## src/rtl/stpe_pkg.sv

```systemverilog
// ----------------------------------------------------------------------------
// stpe_pkg
// Shared types, constants and helpers of the stereo true-peak estimator:
// Catmull-Rom phase weights, peak format, stage control and register map.
// ----------------------------------------------------------------------------
package stpe_pkg;

  // Peak value format, in units of 1/128 sample LSB.
  localparam int unsigned PEAK_BITS = 23;
  localparam logic [PEAK_BITS-1:0] PEAK_MAX = {PEAK_BITS{1'b1}};

  typedef logic [PEAK_BITS-1:0] peak_t;

  // Interpolation geometry: four history taps, five phases t = 0 .. 1.
  localparam int unsigned NUM_TAPS   = 4;
  localparam int unsigned NUM_PHASES = 5;

  // Signed weights scaled by 128; each phase row sums to 128.
  localparam int unsigned WEIGHT_BITS = 9;
  typedef logic signed [WEIGHT_BITS-1:0] weight_t;

  localparam weight_t PHASE_WEIGHTS [NUM_PHASES][NUM_TAPS] = '{
    '{ 9'sd0,   9'sd128, 9'sd0,   9'sd0  },
    '{-9'sd9,   9'sd111, 9'sd29, -9'sd3  },
    '{-9'sd8,   9'sd72,  9'sd72, -9'sd8  },
    '{-9'sd3,   9'sd29,  9'sd111, -9'sd9 },
    '{ 9'sd0,   9'sd0,   9'sd128, 9'sd0  }
  };

  // Control carried by the history stage to the result stage.
  typedef struct packed {
    logic valid;
    logic restart;
    logic full;
  } stage_ctl_t;

  // Register map: one 32-bit register per word.
  localparam int unsigned ADDR_BITS = 3;
  localparam int unsigned DATA_BITS = 32;
  localparam logic [ADDR_BITS-3:0] REG_MONO_MODE = '0;

  // History fill level at which interpolation starts.
  localparam logic [2:0] FILL_FULL = 3'd4;

  // Larger of two unsigned peak values.
  function automatic peak_t peak_max(peak_t a, peak_t b);
    peak_max = (a > b) ? a : b;
  endfunction

endpackage

```

## src/rtl/stpe_history.sv

```systemverilog
// ----------------------------------------------------------------------------
// stpe_history
// Input stage: four-deep sample history per channel, fill count and the
// control register that hands each accepted frame to the result stage.
// ----------------------------------------------------------------------------
module stpe_history
  import stpe_pkg::*;
#(
  parameter int unsigned SAMPLE_BITS = 16
) (
  input  logic                          clk,
  input  logic                          rst,
  input  logic                          accept,
  input  logic                          advance,
  input  logic                          mono_mode,
  input  logic                          restart,
  input  logic signed [SAMPLE_BITS-1:0] left_sample,
  input  logic signed [SAMPLE_BITS-1:0] right_sample,
  output logic signed [SAMPLE_BITS-1:0] left_history  [NUM_TAPS],
  output logic signed [SAMPLE_BITS-1:0] right_history [NUM_TAPS],
  output stage_ctl_t                    ctl
);

  logic [2:0] fill_count;
  logic [2:0] fill_base;
  logic [2:0] fill_count_next;
  logic signed [SAMPLE_BITS-1:0] right_in;

  // A restart frame starts from an empty history.
  assign fill_base       = restart ? 3'd0 : fill_count;
  assign fill_count_next = (fill_base < FILL_FULL) ? fill_base + 3'd1 : fill_base;
  assign right_in        = mono_mode ? left_sample : right_sample;

  // History shift and control; the history holds unless a frame is taken, and valid clears on advance.
  always_ff @(posedge clk) begin
    if (rst) begin
      fill_count    <= '0;
      ctl           <= '0;
      left_history  <= '{default: '0};
      right_history <= '{default: '0};
    end else begin
      if (accept) begin
        for (int i = 0; i < NUM_TAPS - 1; i++) begin
          left_history[i]  <= restart ? '0 : left_history[i+1];
          right_history[i] <= restart ? '0 : right_history[i+1];
        end
        left_history[NUM_TAPS-1]  <= left_sample;
        right_history[NUM_TAPS-1] <= right_in;
        fill_count  <= fill_count_next;
        ctl.valid   <= 1'b1;
        ctl.restart <= restart;
        ctl.full    <= (fill_count_next == FILL_FULL);
      end else if (advance) begin
        ctl.valid <= 1'b0;
      end
    end
  end

endmodule

```

## config.mk

```make
export PLATFORM = sky130hd
export DESIGN_NAME = stpe_history
export DESIGN_NICKNAME = d
export VERILOG_FILES = /design/src/rtl/stpe_pkg.sv /design/src/rtl/stpe_history.sv
export SDC_FILE = /design/constraint.sdc
export NUM_CORES = 1
export LEC_CHECK = 0
export ABC_AREA = 1
export BUFFER_PORTS_ARGS = -buffer_cell sky130_fd_sc_hd__clkbuf_2
export CAP_MARGIN = 20
export CORE_MARGIN = 4
export CORE_UTILIZATION = 29
export DETAILED_ROUTE_END_ITERATION = 6
export SLEW_MARGIN = 10
export SYNTH_ARGS = -nofsm -noshare
export SYNTH_HDL_FRONTEND = slang
export SYNTH_SLANG_ARGS = --single-unit
```

## constraint.sdc

```tcl
create_clock -name clk -period 1.5 [get_ports clk]
set_input_delay 0.45 -clock clk [delete_from_list [all_inputs] [get_ports clk]]
set_output_delay 0.45 -clock clk [all_outputs]
set_load 0.02 [all_outputs]
```

# Word-level counts from Yosys, hierarchy flattened
# Cells that the tools add are included.
# classes
shifts,0
magnitude_cmp,1
eq_ne,1
add_sub_neg,1
n_reduce_logical,1
n_bitwise,0
n_mul,0
n_div,0
mux,11
# ops
op,count
$mux 16,7
$mux 3,2
$add 3x1->3 const B,1
$eq 3x3->1 const B,1
$lt 3x3->1 const B,1
$mux 1,2
$reduce_bool 2->1,1
# word_totals
ramBits,0
inputBits,38
latch_bits,0
out_inout_bits,131
register_bits,134
wordCells,27
rom_bits,0
n_memories,0

# Logic depth before layout (Yosys ltp)
# logic_depth
depth_word,4
mapped_depth,10

# Least setup slack after synthesis
# OpenSTA, ideal clock, no wires.
# synth_path
kind,input-to-reg
startpoint,input accept
endpoint,register left_history[17] (netlist bit)
path_buffers,3
slack_ps,243
arrival_ps,1113
stages,7
setup_time_ps,143
path_cell_list,buf_4 > nand2_2 > clkinv_2 > buf_6 > buf_8 > nand2_2 > a21oi_2
# synth_lines
element,line,source
from (decl),stpe_history.sv:13,"input logic accept,"
"to (signal, indexed assignment)",stpe_history.sv:44,left_history[i] <= restart ? '0 : left_history[i+1];
"to (signal, indexed assignment)",stpe_history.sv:47,left_history[NUM_TAPS-1] <= left_sample;
to (decl),stpe_history.sv:19,"output logic signed [SAMPLE_BITS-1:0] left_history [NUM_TAPS],"

# Worst setup path after layout
# layout_path
startpoint,register right_history[0] (netlist bit)
endpoint,output right_history[0] (netlist bit)
# layout_lines
element,line,source
from (decl),stpe_history.sv:20,"output logic signed [SAMPLE_BITS-1:0] right_history [NUM_TAPS],"
"from (signal, indexed assignment)",stpe_history.sv:45,right_history[i] <= restart ? '0 : right_history[i+1];
"from (signal, indexed assignment)",stpe_history.sv:48,right_history[NUM_TAPS-1] <= right_in;
# No word-level cell between the ends.

==> flow_summary.ini <==
[outcome]
status = complete, no violations

[global_route]
grt_pass1_vias = 4289
grt_overflow_total = 0
antenna_found_initial = 0
grt_pass1_wl_mm = 24.1
grt_max_degree = 51
grt_usage_pct = 15.5

[floorplanning]
placeableCoreArea_mm2 = 0.0168
initial_utilization_pct = 29.8
die_h_um = 139
fp.dieW_um = 139
placementRows = 47
dieArea_mm2 = 0.0194
pin_count = 169

[clocking]
clk_latency_ns = 0.41
cts_hold_buf = 0
clock_tree.buffer_depth = 2
cts_root_buf = clkbuf_16
cts_buffers = 17
cts_setup_buffers = 0
cts.sinks = 134
path_clk_slew_ns = 0.06
cts_max_level = 4
cts_tree = done

[route]
wl_per_cell_um = 14.7
maxUsedRoutingLayer = met4
route.met3.wl_um = 743
drtPass1Iterations = 4
drt-met1-wl_mm = 6.99
vias_per_cell = 4.45
vias = 4569
wl_met2_mm = 7.09
ant_nets = 0
drc_errors = 0
drtIter0Drc = 250
wl_mm = 15.0

[layout]
multi_input_area_mm2 = 0.00195
synthToLayoutAreaGrowth_pct = 33.3
final_cell_mix = 227 x nand2_1, 162 x clkbuf_2, 117 x dfxtp_1, 79 x a21oi_1, 37 x nor2_1
num-nets-final = 833
antenna_cells = 0
seq_area_mm2 = 0.00270
drive_above_1_share_pct = 33.0
n_fill_cell = 1776
layout_commonest_cell = nand2_1

[power_and_ir_drop]
powerDensity_mw_per_mm2 = 1250
p_int_mw = 6.26
irDropWorstVdd_uv = 841
power.share.clock_pct = 46.0
p_sw_mw = 2.05
switching_share_pct = 24.6
power_leakage_nw = 2.88
p_seq_share_pct = 45.4
power_frac_comb_pct = 8.5

[sta]
finalSetupViolations = 0
skew_ns = 0.00578
whs_ns = 0.289
fin_tns_setup_ns = 0
min_period_ns = 1.48
rsz0062_at_grt = false
worst_slew_pin_slew_ns = 0.295
slew_headroom_pct = 80.3
slew_violations = 0
final-hold-violation-count = 0
min_period_over_period_pct = 98.4
setup_slack_ns = 0.0236
clock.fmax_mhz = 677

[setup_path]
worst_path_max_delay_cell = dfxtp_1
path_buf_inv = 1
worst_setup_path_start_kind = flip-flop
cpPeakStageDelay_ns = 0.41
worstPathArrival_ns = 1.03
cp-end-kind = output port
criticalPathCategory = flip-flop to output port
worstPathCellList = clkbuf_2
cp_max_fo = 3
crit_family = flip-flops
required_ns = 1.05

[synth]
netlist_instances = 635
yosysUniqueCellTypes = 20
ys_ff_latch = 134
netlist_area_mm2 = 0.00500
synth_fp_nets = 674
syn_area_per_cell_um2 = 7.87
yosysSeqAreaShare_pct = 53.7
ys_warn_count = 0

[min_path]
hold_class = input pin to flip-flop

[run]
maxCapViolCount = 0

[placement]
dp_hpwl_mm = 11.0
dp_slack_ns = 0.106
io_buffers = 168
place_congestion = 0.781
## logic make-up (layout without fill, tap and decap cells)
family,Yosys count,count (layout),share of synthesized area [%]
adders and majority gates,1,1,0.250
AOI/OAI and AO/OA,135,135,15.9
buffers and inverters,73,245,7.26
and+or+nand+nor,292,292,22.9
DFF,134,134,53.7
## synthesized netlist by cell type
cell type | instances | area share, %
a21oi_1 | 79 | 7.9
buf_4 | 3 | 0.45
nand2_2 | 11 | 1.4
inv_4 | 1 | 0.13
o211ai_1 | 16 | 2.4
buf_6 | 2 | 0.45
buf_2 | 20 | 2.0
ha_1 | 1 | 0.25
dfxtp_1 | 134 | 54
inv_2 | 2 | 0.15
buf_8 | 3 | 0.90
o21ai_0 | 17 | 1.7
nand2_1 | 227 | 17
nor2_1 | 37 | 2.8
clkbuf_1 | 17 | 1.3
clkinv_2 | 1 | 0.10
o21ai_1 | 2 | 0.20
inv_1 | 24 | 1.8
nand3_1 | 17 | 1.7
a21oi_2 | 21 | 3.7
## what timing repair did
action,CTS,global route
resized for setup,12,10
hold endpoints to repair,0,0
setup endpoints to repair,10,9
## through the flow
| stage | std cells | cell area, um2 | util [%] | total power, mW |
|---|---|---|---|---|
| after CTS | 1027 | 6650 | 39.7 | 8.41 |
| after detailed placement | 995 | 6090 | 36.3 | 4.56 |
| after global routing | 1027 | 6660 | 39.7 | 8.64 |
| final | 1027 | 6660 | 39.7 | 8.30 |
| after floorplan | 635 | 5000 | - | 4.25 |
| after global placement | 995 | 6090 | 36.3 | 4.56 |
## power groups by stage
stage / clock network, mW / registers [mW] / logic (mW)
detailed placement: 0 / 3.84 / 0.713
global placement: 0 / 3.85 / 0.710
CTS: 3.92 / 3.77 / 0.718
floorplan: 0 / 3.91 / 0.333
global route: 4.07 / 3.79 / 0.782
finish: 3.82 / 3.77 / 0.709
## per-layer routing
layer	global-route usage [%]	vias to the layer above
li1	-	2367
met1	20.8	2057
met2	24.5	128
met3	3.70	17
met4	5.41	0
met5	0	-
## sequential cells by signal, indices dropped and copies added (netlist names)
signal,flops
left_history,64
right_history,64
fill_count,3
ctl,3
## area by class of cell
cell class              count  share of cell area (%)
repair buffers            185                    16.2
inverters                  28                    1.63
flip-flops and latches    134                    40.6
well taps                 220                    4.13
clock buffers              23                    7.02
multi-input cells         428                    29.3
clock inverters             9                    1.16
## path summary, 6_finish.rpt
kind | startpoint | end | slack [ns] | depth (start not counted)
hold reg to reg | left_history[53] | left_history[53] | 0.46 | 2
setup / recovery | right_history[0] | right_history[0] | 0.02 | 1
hold / removal | advance | ctl[2] | 0.29 | 4
setup reg to reg | fill_count[1] | ctl[0] | 0.39 | 9
Note: power is estimated with default switching activity, not from simulation.
